[src/sv/periodic_min_image_distance_2d_defines.svh]
// Assertion macros for the minimum-image distance block.
`ifndef PERIODIC_MIN_IMAGE_DISTANCE_2D_DEFINES_SVH
`define PERIODIC_MIN_IMAGE_DISTANCE_2D_DEFINES_SVH

`ifndef SYNTHESIS

`define PMID_ASSERT(lbl, clk, rst, prop, msg) \
  lbl: assert property (@(posedge clk) disable iff (rst) prop) else $error(msg);

`define PMID_ASSERT_ALWAYS(lbl, clk, prop, msg) \
  lbl: assert property (@(posedge clk) prop) else $error(msg);

`else

`define PMID_ASSERT(lbl, clk, rst, prop, msg)

`define PMID_ASSERT_ALWAYS(lbl, clk, prop, msg)

`endif

`endif

[src/sv/pmid_pkg.sv]
// Shared types and constants for the minimum-image distance block.
package pmid_pkg;

  localparam int FRAC_BITS   = 16;
  localparam int COORD_W     = 31;
  localparam int DIST_W      = 32;
  localparam int SQ_W        = 2 * COORD_W;
  localparam int SUM_W       = SQ_W + 1;
  localparam int RAD_W       = 2 * DIST_W;
  localparam int REM_W       = DIST_W + 2;
  localparam int IN_TDATA_W  = 128;
  localparam int OUT_TDATA_W = 32;

  localparam logic [COORD_W-1:0] BOX_RESET = COORD_W'(64'd1 << FRAC_BITS);
  localparam logic [DIST_W-1:0]  DIST_MAX  = 32'd3037000499;

  typedef struct packed {
    logic [REM_W-1:0]  rem;
    logic [DIST_W-1:0] root;
    logic [RAD_W-1:0]  rad;
  } pmid_sqrt_t;

endpackage

[src/sv/pmid_sqrt_cell.sv]
// One root bit of the integer square root chain.
module pmid_sqrt_cell (
  input  logic                    clk,
  input  logic                    rst,
  input  logic                    en,
  input  logic                    v_in,
  input  pmid_pkg::pmid_sqrt_t    d_in,
  output logic                    v_out,
  output pmid_pkg::pmid_sqrt_t    d_out
);
  import pmid_pkg::*;

  logic [REM_W+1:0] rem_t;
  logic [REM_W+1:0] trial;
  logic             take;
  pmid_sqrt_t       d_next;

  always_comb begin
    rem_t       = {d_in.rem, d_in.rad[RAD_W-1 -: 2]};
    trial       = {2'b00, d_in.root, 2'b01};
    take        = (rem_t >= trial);
    d_next.rad  = {d_in.rad[RAD_W-3:0], 2'b00};
    if (take) begin
      d_next.rem  = REM_W'(rem_t - trial);
      d_next.root = {d_in.root[DIST_W-2:0], 1'b1};
    end else begin
      d_next.rem  = rem_t[REM_W-1:0];
      d_next.root = {d_in.root[DIST_W-2:0], 1'b0};
    end
  end

  always_ff @(posedge clk) begin
    if (rst) begin
      v_out <= 1'b0;
    end else if (en) begin
      v_out <= v_in;
    end
  end

  always_ff @(posedge clk) begin
    if (en) begin
      d_out <= d_next;
    end
  end

endmodule

[config.mk]
export PLATFORM = sky130hd
export DESIGN_NAME = pmid_sqrt_cell
export DESIGN_NICKNAME = d
export VERILOG_FILES = /design/src/sv/periodic_min_image_distance_2d_defines.svh /design/src/sv/pmid_pkg.sv /design/src/sv/pmid_sqrt_cell.sv
export SDC_FILE = /design/constraint.sdc
export NUM_CORES = 1
export LEC_CHECK = 0
export ABC_AREA = 1
export BUFFER_PORTS_ARGS = -buffer_cell sky130_fd_sc_hd__buf_2
export CAP_MARGIN = 40
export CORE_MARGIN = 2
export CORE_UTILIZATION = 30
export CTS_CLUSTER_SIZE = 12
export DETAILED_ROUTE_END_ITERATION = 7
export PLACE_DENSITY = 0.61
export SYNTH_ARGS = -nofsm -noshare
export SYNTH_HDL_FRONTEND = slang
export SYNTH_SLANG_ARGS = --single-unit
export TNS_END_PERCENT = 100
[constraint.sdc]
create_clock -name clk -period 5.8 [get_ports clk]
set_input_delay 1.16 -clock clk [delete_from_list [all_inputs] [get_ports clk]]
set_output_delay 1.16 -clock clk [all_outputs]
set_load 0.05 [all_outputs]
==> run_results.csv <==
group,metric,value,unit
timing,rsz0062_at_grt,"false",
logic_synthesis,syn_area_per_cell,8.94,um2
clock_network,cts_buffers,17,
global_route,antenna_found_initial,1,
logic_synthesis,synth_area_leader_cell,"edfxtp_1",
power_and_ir_drop,total_power,3.03,mW
hold_path,hold_path_class,"flip-flop to flip-flop",
timing,hold_slack,0.496,ns
logic_synthesis,yosysSeqAreaShare,0.556,
logic_synthesis,synthTopCellsByArea,"edfxtp_1 (55%), nand2_1 (15%), inv_1 (7.5%)",
finish,area_delta_synth_final,31.5,%
detailed_routing,viasPerCell,4.36,
critical_path,end_kind,"flip-flop",
clock_network,clock-root-buffer,"clkbuf_16",
clock_network,insertion_delay,0.41,ns
logic_synthesis,syn_inst,778,
flow_run,cap_violations,0,
clock_network,clk_pin_slew,0.07,ns
power_and_ir_drop,ir_drop,172,uV
detailed_routing,first_iter_violations,352,
detailed_routing,wl_per_cell,15.1,um
finish,fillers,2340,
critical_path,r2r_setup_slack,5.22,ns
placed_design,place_congestion,0.888,
logic_synthesis,synth-warning-count,0,
timing,skew,0,ns
global_route,grt_usage,0.167,
floorplanning,coreArea,22700,um2
detailed_routing,drc,0,
logic_synthesis,yosys.cell_types.count,27,
finish,drive_gt1_frac,0.292,
detailed_routing,wl,20400,um
clock_network,cts_setup_buffers,0,
critical_path,startpoint_type,"primary input",
clock_network,cts.sinks,129,
critical_path,crit_arrival,3.28,ns
finish,layout_commonest_cell,"nand2_1",
finish,fin_nets,1221,
critical_path,cp_max_fo,37,
finish,final_cell_mix,"nand2_1 (283), buf_2 (261), inv_1 (139)",
logic_synthesis,synth_flop_cell,"edfxtp_1",
critical_path,critPathRequiredTime,5.97,ns
floorplanning,die_y,156,um
floorplanning,dieArea,24400,um2
floorplanning,rows,55,
status,outcome,"completed",
timing,setup_tns,0,ns
power_and_ir_drop,p_per_area,331,nW/um2
timing,tightestPinTransition,0.802,ns
logic_synthesis,async_flop_share,0,
floorplanning,ioPinCount,265,
timing,slew_headroom,0.465,
detailed_routing,drtAntennaViolNets,0,
clock_network,post_cts_resized,0,
logic_synthesis,ys_seq_elements,129,
logic_synthesis,synth_edf_count,128,
timing,hold_viol,0,
clock_network,ctsHoldBuffers,0,
clock_network,clk_path_buf_depth,2,
global_route,grt_pass1_vias,5812,
placed_design,dp_hpwl,15900,um
clock_network,cts-htree-levels,4,
global_route,grt_first_pass_wirelength,30900,um
global_route,grt_max_degree,78,
timing,maxSlewViolCount,0,
timing,setup_viol,0,
placed_design,placed_cells,1319,
detailed_routing,vias,5891,
logic_synthesis,synth_top_cell_area_share,0.553,
timing,period_share,0.536,
logic_synthesis,syn_area,6950,um2
detailed_routing,dr.pass1.iters,5,
timing,fmax,322,MHz
global_route,gr-total-overflow,0,
power_and_ir_drop,cellLeakagePower,4.64,nW
floorplanning,start_util,0.306,
clock_network,cts_tree,"yes",
placed_design,port_buffers,262,
timing,fin_crit,3.11,ns
finish,antenna_cells,0,
floorplanning,die_w,156,um
critical_path,path_class,"primary input to flip-flop",
finish,stdcell_count,1351,
==> through the flow <==
step | setup WS (ns) | utilization | area [um2]
finish | 2.69 | 0.403 | 9140
global route | 2.44 | 0.403 | 9140
CTS | 2.64 | 0.403 | 9140
detailed placement | 2.20 | 0.377 | 8570
global placement | 2.20 | 0.377 | 8570
floorplan | 3.01 | - | 6960
==> cell usage after synthesis, types with 5 or more instances <==
master / count
nand4_1: 6
nor2_2: 6
nand2_1: 283
nor2_1: 54
nand3_1: 38
xor2_1: 15
inv_1: 139
ha_1: 34
o21ai_0: 12
edfxtp_1: 128
buf_4: 5
nand2_2: 5
a21oi_1: 24
==> where the power goes <==
group          total, mW  switching (mW)  internal [mW]
combinational      0.803           0.605          0.198
sequential          1.16          0.0214           1.14
clock               1.07           0.462          0.605
==> final cells by class <==
type / count / area [um2] / area share
clock buffers: 18 / 429 / 0.0469
clock inverters: 14 / 145 / 0.0159
well taps: 285 / 357 / 0.0390
multi-input cells: 502 / 2490 / 0.273
flip-flops and latches: 129 / 3860 / 0.423
repair buffers: 263 / 1330 / 0.145
inverters: 140 / 528 / 0.0578
==> critical path: stages <==
cell and delay [ns]:
buf_2 0.12, inv_1 0.05, ha_1 0.34, nand2_1 0.12, nor2_1 0.31, nand2_1 0.10
nor2_1 0.15, nand2_1 0.08, a21oi_2 0.13, nor2_2 0.07, nand2_8 0.23, inv_4 0.20
nand2_1 0.11, nand2_1 0.06
==> registers in the layout, indices dropped and copies added (netlist names) <==
signal  flops
v_out       1
d_out     128
==> layer usage <==
layer | vias up | routed length, um | GRT usage
li1 | 3020 | - | -
met1 | 2637 | 8740 | 0.204
met2 | 210 | 9770 | 0.287
met3 | 22 | 1580 | 0.0496
met4 | 2 | 316 | 0.0498
met5 | - | 18 | 0
==> cell families after synthesis <==
family,synth area share
other cells,0.000539
mux,0.00144
flops,0.556
fa+ha+maj,0.0612
xor+xnor,0.0227
compound gates,0.0328
buf+inv,0.0862
simple gates,0.240
==> worst paths after layout <==
kind	endpoint	cells past startpoint	start
setup / recovery	d_out[98]	14	d_in[77]
hold / removal	v_out	2	v_out
setup reg to reg	v_out	2	v_out
hold reg to reg	v_out	2	v_out
Note: power is estimated with default switching activity, not from simulation.
