**src/sv/periodic_min_image_distance_2d_defines.svh**
```systemverilog
// Assertion macros for the minimum-image distance block.
`ifndef PERIODIC_MIN_IMAGE_DISTANCE_2D_DEFINES_SVH
`define PERIODIC_MIN_IMAGE_DISTANCE_2D_DEFINES_SVH

`ifndef SYNTHESIS

`define PMID_ASSERT(lbl, clk, rst, prop, msg) \
  lbl: assert property (@(posedge clk) disable iff (rst) prop) else $error(msg);

`define PMID_ASSERT_ALWAYS(lbl, clk, prop, msg) \
  lbl: assert property (@(posedge clk) prop) else $error(msg);

`else

`define PMID_ASSERT(lbl, clk, rst, prop, msg)

`define PMID_ASSERT_ALWAYS(lbl, clk, prop, msg)

`endif

`endif

```
**src/sv/pmid_pkg.sv**
```systemverilog
// Shared types and constants for the minimum-image distance block.
package pmid_pkg;

  localparam int FRAC_BITS   = 16;
  localparam int COORD_W     = 31;
  localparam int DIST_W      = 32;
  localparam int SQ_W        = 2 * COORD_W;
  localparam int SUM_W       = SQ_W + 1;
  localparam int RAD_W       = 2 * DIST_W;
  localparam int REM_W       = DIST_W + 2;
  localparam int IN_TDATA_W  = 128;
  localparam int OUT_TDATA_W = 32;

  localparam logic [COORD_W-1:0] BOX_RESET = COORD_W'(64'd1 << FRAC_BITS);
  localparam logic [DIST_W-1:0]  DIST_MAX  = 32'd3037000499;

  typedef struct packed {
    logic [REM_W-1:0]  rem;
    logic [DIST_W-1:0] root;
    logic [RAD_W-1:0]  rad;
  } pmid_sqrt_t;

endpackage

```
**src/sv/pmid_axis.sv**
```systemverilog
// One axis: absolute difference, then fold to the nearest periodic image.
module pmid_axis (
  input  logic                          clk,
  input  logic                          en,
  input  logic [pmid_pkg::COORD_W-1:0]  p,
  input  logic [pmid_pkg::COORD_W-1:0]  q,
  input  logic [pmid_pkg::COORD_W-1:0]  len,
  output logic [pmid_pkg::COORD_W-1:0]  d
);
  import pmid_pkg::*;

  logic [COORD_W-1:0] diff;
  logic [COORD_W-1:0] diff_next;
  logic [COORD_W-1:0] d_next;

  always_comb begin
    diff_next = (p >= q) ? (p - q) : (q - p);
  end

  always_comb begin
    if ({diff, 1'b0} > {1'b0, len}) begin
      d_next = (len >= diff) ? (len - diff) : (diff - len);
    end else begin
      d_next = diff;
    end
  end

  always_ff @(posedge clk) begin
    if (en) begin
      diff <= diff_next;
      d    <= d_next;
    end
  end

endmodule

```
**config.mk**
```make
export PLATFORM = sky130hd
export DESIGN_NAME = pmid_axis
export DESIGN_NICKNAME = d
export VERILOG_FILES = /design/src/sv/periodic_min_image_distance_2d_defines.svh /design/src/sv/pmid_pkg.sv /design/src/sv/pmid_axis.sv
export SDC_FILE = /design/constraint.sdc
export NUM_CORES = 1
export LEC_CHECK = 0
export ABC_AREA = 1
export BUFFER_PORTS_ARGS = -buffer_cell sky130_fd_sc_hd__buf_2
export CAP_MARGIN = 20
export CELL_PAD_IN_SITES_DETAIL_PLACEMENT = 0
export CELL_PAD_IN_SITES_GLOBAL_PLACEMENT = 1
export CORE_MARGIN = 2
export CORE_UTILIZATION = 39
export CTS_BUF_LIST = sky130_fd_sc_hd__clkbuf_4 sky130_fd_sc_hd__clkbuf_8
export DETAILED_ROUTE_END_ITERATION = 10
export PLACE_DENSITY = 0.92
export SYNTH_ARGS = -nofsm -noshare
export SYNTH_HDL_FRONTEND = slang
export SYNTH_SLANG_ARGS = --single-unit
```
**constraint.sdc**
```tcl
create_clock -name clk -period 2.3 [get_ports clk]
set_clock_uncertainty 0.05 [all_clocks]
set_input_delay 0.46 -clock clk [delete_from_list [all_inputs] [get_ports clk]]
set_output_delay 0.46 -clock clk [all_outputs]
set_load 0.01 [all_outputs]
```
==> results.yml, run 1 <==
run_status:
  outcome: "finished, violations left"
  violations: "negative setup slack"
logic_synthesis:
  synth_enable_flop_cells: 62
  post_synth_inst_count: 2042
  ys_seq_area_frac: 0.156
  synth_area_per_cell_um2: 5.84
  mappedNetlistArea_um2: 11900
  yosys.area.top_type: "sky130_fd_sc_hd__nand2_1"
  synth.lib_cells_used.distinct: 42
  synth.net_count: 2293
  ys_warn_count: 0
  synthArstFlopShare: 0
  ys_top_cells_by_area: "sky130_fd_sc_hd__nand2_1 25%, sky130_fd_sc_hd__ha_1 16%, sky130_fd_sc_hd__edfxtp_1 16%, sky130_fd_sc_hd__inv_1 12%, sky130_fd_sc_hd__a21oi_1 5.7%"
  post-synth-top-area-fraction: 0.250
  synth_seq_cells: 62
  ys.flop_type: "sky130_fd_sc_hd__edfxtp_1"
place:
  port_buffers: 125
  placed_cell_area_um2: 16000
  final_weighted_congestion_in_routability_driven_placement: 1.02
  dpl_hpwl_um: 35900
drt:
  routed_wirelength_um: 43600
  ant_nets: 0
  drtPass1Iterations: 6
  drt_iter0_drc: 1035
  wl_per_cell_um: 14.6
  via_count: 14760
  post_drt_via_cell_ratio: 4.94
  route.detailed.drc: 0
final_layout:
  syn_to_final_growth_pct: 43.4
  final_layout_size_suffix_gt1_frac: 0.294
  antenna_cells_inserted: 0
  final.fill_count: 2943
  final_util: 0.563
  postLayoutCellArea_um2: 17100
  finalNetCount: 2838
critical_path:
  worst_path_largest_cell_delay_ns: 0.47
  rr_startpoint: "diff[25]$_DFFE_PP_"
  rrSetupSlack_ns: -0.25
  timing.critical_path.slowest_stage_cell: "sky130_fd_sc_hd__edfxtp_1"
  path_max_fanout: 27
  critPathRequiredTime_ns: 2.38
  reg2reg_depth: 13
  worst_path_most_repeated_cell: "sky130_fd_sc_hd__nand2_1"
  worstPathArrival_ns: 2.63
  setup.worst_path.start_class: "register"
  crit-reg2reg-capture: "d[17]$_DFFE_PP_"
  path_class: "reg -> reg"
  critical_path.n_buffers_inverters: 2
  setup.worst_path.end_class: "register"
  worstPathCellList: "buf_6 -> ha_4 -> nand2_2 -> nor2_2 -> nand3_1 -> nor2_1 -> nand4_1 -> nand3_4 -> inv_8 -> nand2_1 -> nand2_1 -> nand2_1 -> nand2_1"
  worst_path_dominant_cell_family: "simple AND/OR/NAND/NOR gates"
floorplan:
  die_h_um: 179
  floorplan.core_area_um2: 30300
  start_util: 0.393
  top_level_ports: 126
  floorplan_die_width_um: 179
  num_rows: 64
  die-area_um2: 32000
cts:
  cts_buffers: 9
  htree_levels: 3
  tritoncts: "done"
  cts_max_path_buffers: 2
  worst_setup_hold_path_clk_slew_ns: 0.07
  clock_sink_count: 62
  ctsHoldBuffers: 0
  clock_insertion_delay_worst_skew_ns: 0.39
  root_buffer: "sky130_fd_sc_hd__clkbuf_8"
global_routing:
  globalRouteOverflowTotal: 0
  grt_pass1_vias: 14605
  grt_first_pass_wirelength_um: 69000
  aggregate_global_route_resource_usage: 0.273
  grt_start_max_net_pins: 63
  grt_antenna_before_repair: 0
sta:
  timing.final.setup_violations: 31
  fin_ws_ns: -0.248
  timing.final.hold_violations: 0
  min_period_over_period: 1.11
  tightest_slew_ns: 0.407
  grt_setup_unrepaired: "true"
  setup-tns-final_ns: -6.15
  maxClockFrequency_mhz: 392
  final_period_minus_worst_setup_slack_ns: 2.55
  final_max_slew_viol_count: 0
  slew-limit-headroom: 0.727
  hold_slack_ns: 0.515
power:
  leakagePower_nw: 9.90
  power_density_nw_per_um2: 586
  irDropWorstVdd_uv: 275
hold_path:
  min_path_cells: 3
  holdPathEnd: "diff[0]$_DFFE_PP_"
  timing.hold.worst.class: "in -> reg"
  hp-start: "q[0]"
job:
  drv.max_cap_violation_count: 0
## cell type report
cell class              count  area, um2  area share
clock inverters             5       51.3     0.00300
repair buffers            579       4150       0.243
multi-input cells        1553       8960       0.524
inverters                 382       1440      0.0844
clock buffers              10        131     0.00768
flip-flops and latches     62       1860       0.109
well taps                 396        495      0.0290
## cells by family after synthesis
kind of cell,count (synthesis),synth area share
compound gates,230,0.103
xor+xnor,64,0.0470
fa+ha+maj,156,0.166
buf+inv,429,0.146
flops,62,0.156
simple gates,1101,0.381
## repair_timing
item | CTS | global route
gates cloned | 1 | 1
pin swaps | 18 | 14
setup endpoints to repair | 33 | 61
setup buffers | 11 | 9
resized for setup | 73 | 89
## cell usage in the layout, fill, tap and decap left out, types with 6 or more instances in the layout
master                     instances
sky130_fd_sc_hd__buf_12            6
sky130_fd_sc_hd__nand3_1         109
sky130_fd_sc_hd__clkbuf_8          9
sky130_fd_sc_hd__inv_1           370
sky130_fd_sc_hd__o21ai_1          16
sky130_fd_sc_hd__buf_4           439
sky130_fd_sc_hd__inv_2             8
sky130_fd_sc_hd__buf_2           125
sky130_fd_sc_hd__nand4_1          24
sky130_fd_sc_hd__nand2_1         759
sky130_fd_sc_hd__a21oi_1         121
sky130_fd_sc_hd__nor2_4           11
sky130_fd_sc_hd__nand3_2          11
sky130_fd_sc_hd__buf_6             7
sky130_fd_sc_hd__xnor2_1          18
sky130_fd_sc_hd__or2_2             7
sky130_fd_sc_hd__edfxtp_1         62
sky130_fd_sc_hd__xor2_1           46
sky130_fd_sc_hd__o21a_1           10
sky130_fd_sc_hd__a21oi_2          15
sky130_fd_sc_hd__o211ai_1          6
sky130_fd_sc_hd__ha_1            131
sky130_fd_sc_hd__ha_4             17
sky130_fd_sc_hd__nor2_1           82
sky130_fd_sc_hd__nand2_2          47
sky130_fd_sc_hd__nor2_2           26
sky130_fd_sc_hd__o21ai_0          49
## worst max-delay path by stage
stage               cells past startpoint  slack [ns]                from               to
finish                                 13       -0.25  diff[25]$_DFFE_PP_  d[17]$_DFFE_PP_
global route                           14       -0.31   diff[3]$_DFFE_PP_  d[11]$_DFFE_PP_
detailed placement                     17       -0.61             len[27]  d[22]$_DFFE_PP_
CTS                                     9       -0.20  diff[28]$_DFFE_PP_  d[15]$_DFFE_PP_
floorplan                              17      -0.006              len[5]  d[27]$_DFFE_PP_
global placement                       17       -0.57             len[27]  d[24]$_DFFE_PP_
## synth_stat cells (5+ instances only)
library cell / n
sky130_fd_sc_hd__or2_2: 7
sky130_fd_sc_hd__edfxtp_1: 62
sky130_fd_sc_hd__nor3_1: 5
sky130_fd_sc_hd__o21a_1: 10
sky130_fd_sc_hd__buf_4: 5
sky130_fd_sc_hd__buf_2: 14
sky130_fd_sc_hd__o21ai_1: 12
sky130_fd_sc_hd__a21o_1: 5
sky130_fd_sc_hd__ha_1: 152
sky130_fd_sc_hd__buf_6: 10
sky130_fd_sc_hd__a21oi_1: 136
sky130_fd_sc_hd__nand2_1: 794
sky130_fd_sc_hd__nand4_1: 24
sky130_fd_sc_hd__nor2_1: 106
sky130_fd_sc_hd__nand3_1: 123
sky130_fd_sc_hd__o211ai_1: 6
sky130_fd_sc_hd__nand2_2: 17
sky130_fd_sc_hd__xnor2_1: 18
sky130_fd_sc_hd__xor2_1: 46
sky130_fd_sc_hd__inv_2: 5
sky130_fd_sc_hd__inv_1: 374
sky130_fd_sc_hd__nor2_2: 10
sky130_fd_sc_hd__clkbuf_2: 15
sky130_fd_sc_hd__o21bai_1: 5
sky130_fd_sc_hd__o21ai_0: 53
## flip-flops by register name, summed over array words and instances (netlist names)
register	count
diff	31
d	31
## worst register-to-register path, delay by kind of cell, from the launching register on
kind | cells | cell delay (ns)
DFF | 1 | 0.47
adders and majority gates | 1 | 0.30
buffers and inverters | 2 | 0.29
and+or+nand+nor | 10 | 1.19
## metal layers
layer	global-route usage	wire, um	vias to the layer above	share of wire
met3	0.0257	2260	151	0.052
met5	0	0	-	0
li1	-	-	7414	-
met4	0.142	2350	0	0.054
met1	0.317	17700	6643	0.41
met2	0.493	21300	552	0.49
## where the power goes
group          internal [mW]  switching, mW
combinational           3.16           4.02
clock                  0.499          0.497
sequential              1.64          0.200
## stage by stage
step	power (mW)	std cells	setup WS [ns]
5_1_grt	10.8	2987	-0.313
3_3_place_gp	8.22	2950	-0.574
6_report	10.0	2987	-0.248
2_1_floorplan	5.47	2042	-0.00554
3_5_place_dp	8.35	2950	-0.612
4_1_cts	9.64	2977	-0.195
(Power assumes the default switching activity.)
==> run 2, diff against run 1 <==
Settings changed: BUFFER_PORTS_ARGS -buffer_cell sky130_fd_sc_hd__buf_2 to default, CORE_UTILIZATION 39 to 28, DONT_BUFFER_PORTS from default to 1, PLACE_DENSITY 0.92 to 0.69.
==> run 2 against run 1 <==
The flow still finishes with violations (negative setup slack). Worst hold slack got worse by 0.41 ns. Die area rose by 38%. Register-to-register slack barely moved. Critical path type unchanged. Critical endpoint is now d[22]$_DFFE_PP_. Largest cell class unchanged.
==> results.yml, run 2 (synthesis results as in run 1) <==
floorplan:
  start_util: 0.284
  die_h_um: 210
  floorplan_die_width_um: 210
  floorplan.core_area_um2: 41900
  die-area_um2: 44200
  top_level_ports: 126
  num_rows: 75
sta:
  timing.final.hold_violations: 0
  setup-tns-final_ns: -6.49
  final_period_minus_worst_setup_slack_ns: 2.55
  timing.final.setup_violations: 31
  grt_setup_unrepaired: "true"
  maxClockFrequency_mhz: 393
  final_max_slew_viol_count: 0
  min_period_over_period: 1.11
  tightest_slew_ns: 0.493
  slew-limit-headroom: 0.669
  fin_ws_ns: -0.248
global_routing:
  grt_antenna_before_repair: 0
  globalRouteOverflowTotal: 0
  grt_start_max_net_pins: 63
  aggregate_global_route_resource_usage: 0.219
  grt_first_pass_wirelength_um: 74900
  grt_pass1_vias: 14372
critical_path:
  setup.worst_path.end_class: "register"
  setup.worst_path.start_class: "register"
  worstPathArrival_ns: 2.65
  critPathRequiredTime_ns: 2.40
  path_max_fanout: 6
  path_class: "reg -> reg"
final_layout:
  top_regs: "d x31, diff x31"
  final_common_cell: "sky130_fd_sc_hd__nand2_1"
  area_of_combinational_cells_with_multiple_inputs_um2: 9490
  syn_to_final_growth_pct: 45.5
  antenna_cells_inserted: 0
  finalNetCount: 2706
  most-common-layout-cells: "692 x sky130_fd_sc_hd__nand2_1, 409 x sky130_fd_sc_hd__buf_4, 365 x sky130_fd_sc_hd__inv_1"
  final-seq-area_um2: 1860
  final_layout_size_suffix_gt1_frac: 0.297
  final.fill_count: 4413
power:
  irDropWorstVdd_uv: 240
  power_density_nw_per_um2: 625
  leakagePower_nw: 9.57
  total_power_mw: 10.8
drt:
  ant_nets: 0
  post_drt_via_cell_ratio: 4.60
  route.detailed.drc: 0
  wl_per_cell_um: 16.2
  routed_wirelength_um: 48500
  via_count: 13806
  drt_iter0_drc: 586
  drtPass1Iterations: 5
hold_path:
  timing.hold.worst.class: "in -> reg"
cts:
  tritoncts: "done"
  root_buffer: "sky130_fd_sc_hd__clkbuf_8"
  cts_buffers: 9
  clock_sink_count: 62
  htree_levels: 3
  cts_max_path_buffers: 2
  ctsHoldBuffers: 0
  clock_insertion_delay_worst_skew_ns: 0.39
  worst_setup_hold_path_clk_slew_ns: 0.10
run_status:
  outcome: "finished, violations left"
  violations: "negative setup slack"
place:
  port_buffers: 0
  dpl_hpwl_um: 41100
  final_weighted_congestion_in_routability_driven_placement: 0.920
job:
  drv.max_cap_violation_count: 0
-- run 2: worst max-delay path, stage by stage, from the launching register on --
cell and delay [ns]:
sky130_fd_sc_hd__edfxtp_1 0.45, sky130_fd_sc_hd__ha_4 0.31, sky130_fd_sc_hd__buf_6 0.11, sky130_fd_sc_hd__nand2_4 0.06, sky130_fd_sc_hd__nor2_4 0.11, sky130_fd_sc_hd__nand2_4 0.08, sky130_fd_sc_hd__nor4_4 0.36, sky130_fd_sc_hd__nand2_2 0.12
sky130_fd_sc_hd__nand3_4 0.15, sky130_fd_sc_hd__buf_8 0.14, sky130_fd_sc_hd__buf_6 0.13, sky130_fd_sc_hd__nand3_4 0.07, sky130_fd_sc_hd__nand3_4 0.11, sky130_fd_sc_hd__nand2_2 0.06
-- run 2: area by class of cell --
cell class / count / area share
sequential: 62 / 0.107
clock inverter: 6 / 0.00397
timing repair buffer: 449 / 0.212
clock buffer: 10 / 0.00757
inverter: 382 / 0.0832
tap: 539 / 0.0389
multi-input combinational: 1551 / 0.547
-- run 2: what timing repair did --
action / CTS / global route
gates cloned: 0 / 3
pin swaps: 60 / 37
buffers inserted: 29 / 15
gates resized for setup: 182 / 121
endpoints found under the setup margin: 33 / 61
-- run 2: where the power goes --
part           switching [mW]  internal (mW)  leakage, nW
Combinational            4.23           3.53         8.86
Clock                   0.574          0.520        0.101
Sequential              0.324           1.65        0.610
-- run 2: worst paths after layout --
| check | depth (start not counted) | endpoint | slack [ns] | from |
|---|---|---|---|---|
| worst max-delay path | 13 | d[22]$_DFFE_PP_ | -0.25 | diff[16]$_DFFE_PP_ |
| worst min-delay path | 0 | d[5]$_DFFE_PP_ | 0.11 | en |
| worst max register to register | 13 | d[22]$_DFFE_PP_ | -0.25 | diff[16]$_DFFE_PP_ |
| worst min register to register | 3 | d[13]$_DFFE_PP_ | 0.62 | diff[13]$_DFFE_PP_ |
-- run 2: stage by stage --
stage               instance area (um2)  hold WS, ns   util  cells  setup WS, ns
floorplan                         11900        0.522      -   2042      -0.00554
global placement                  15500        0.531  0.369   2937        -0.565
detailed placement                15500        0.530  0.369   2937        -0.565
CTS                               16700        0.101  0.398   2981        -0.242
global route                      17300       0.0919  0.414   2999        -0.341
finish                            17300        0.105  0.414   2999        -0.248
-- run 2: layer usage --
metal,wire length (um),vias up,track usage,part of all wire
met5,0,-,0,0
met3,1470,64,0.0206,0.030
met4,1240,0,0.0577,0.026
met2,25100,250,0.418,0.52
li1,-,7155,-,-
met1,20700,6337,0.261,0.43
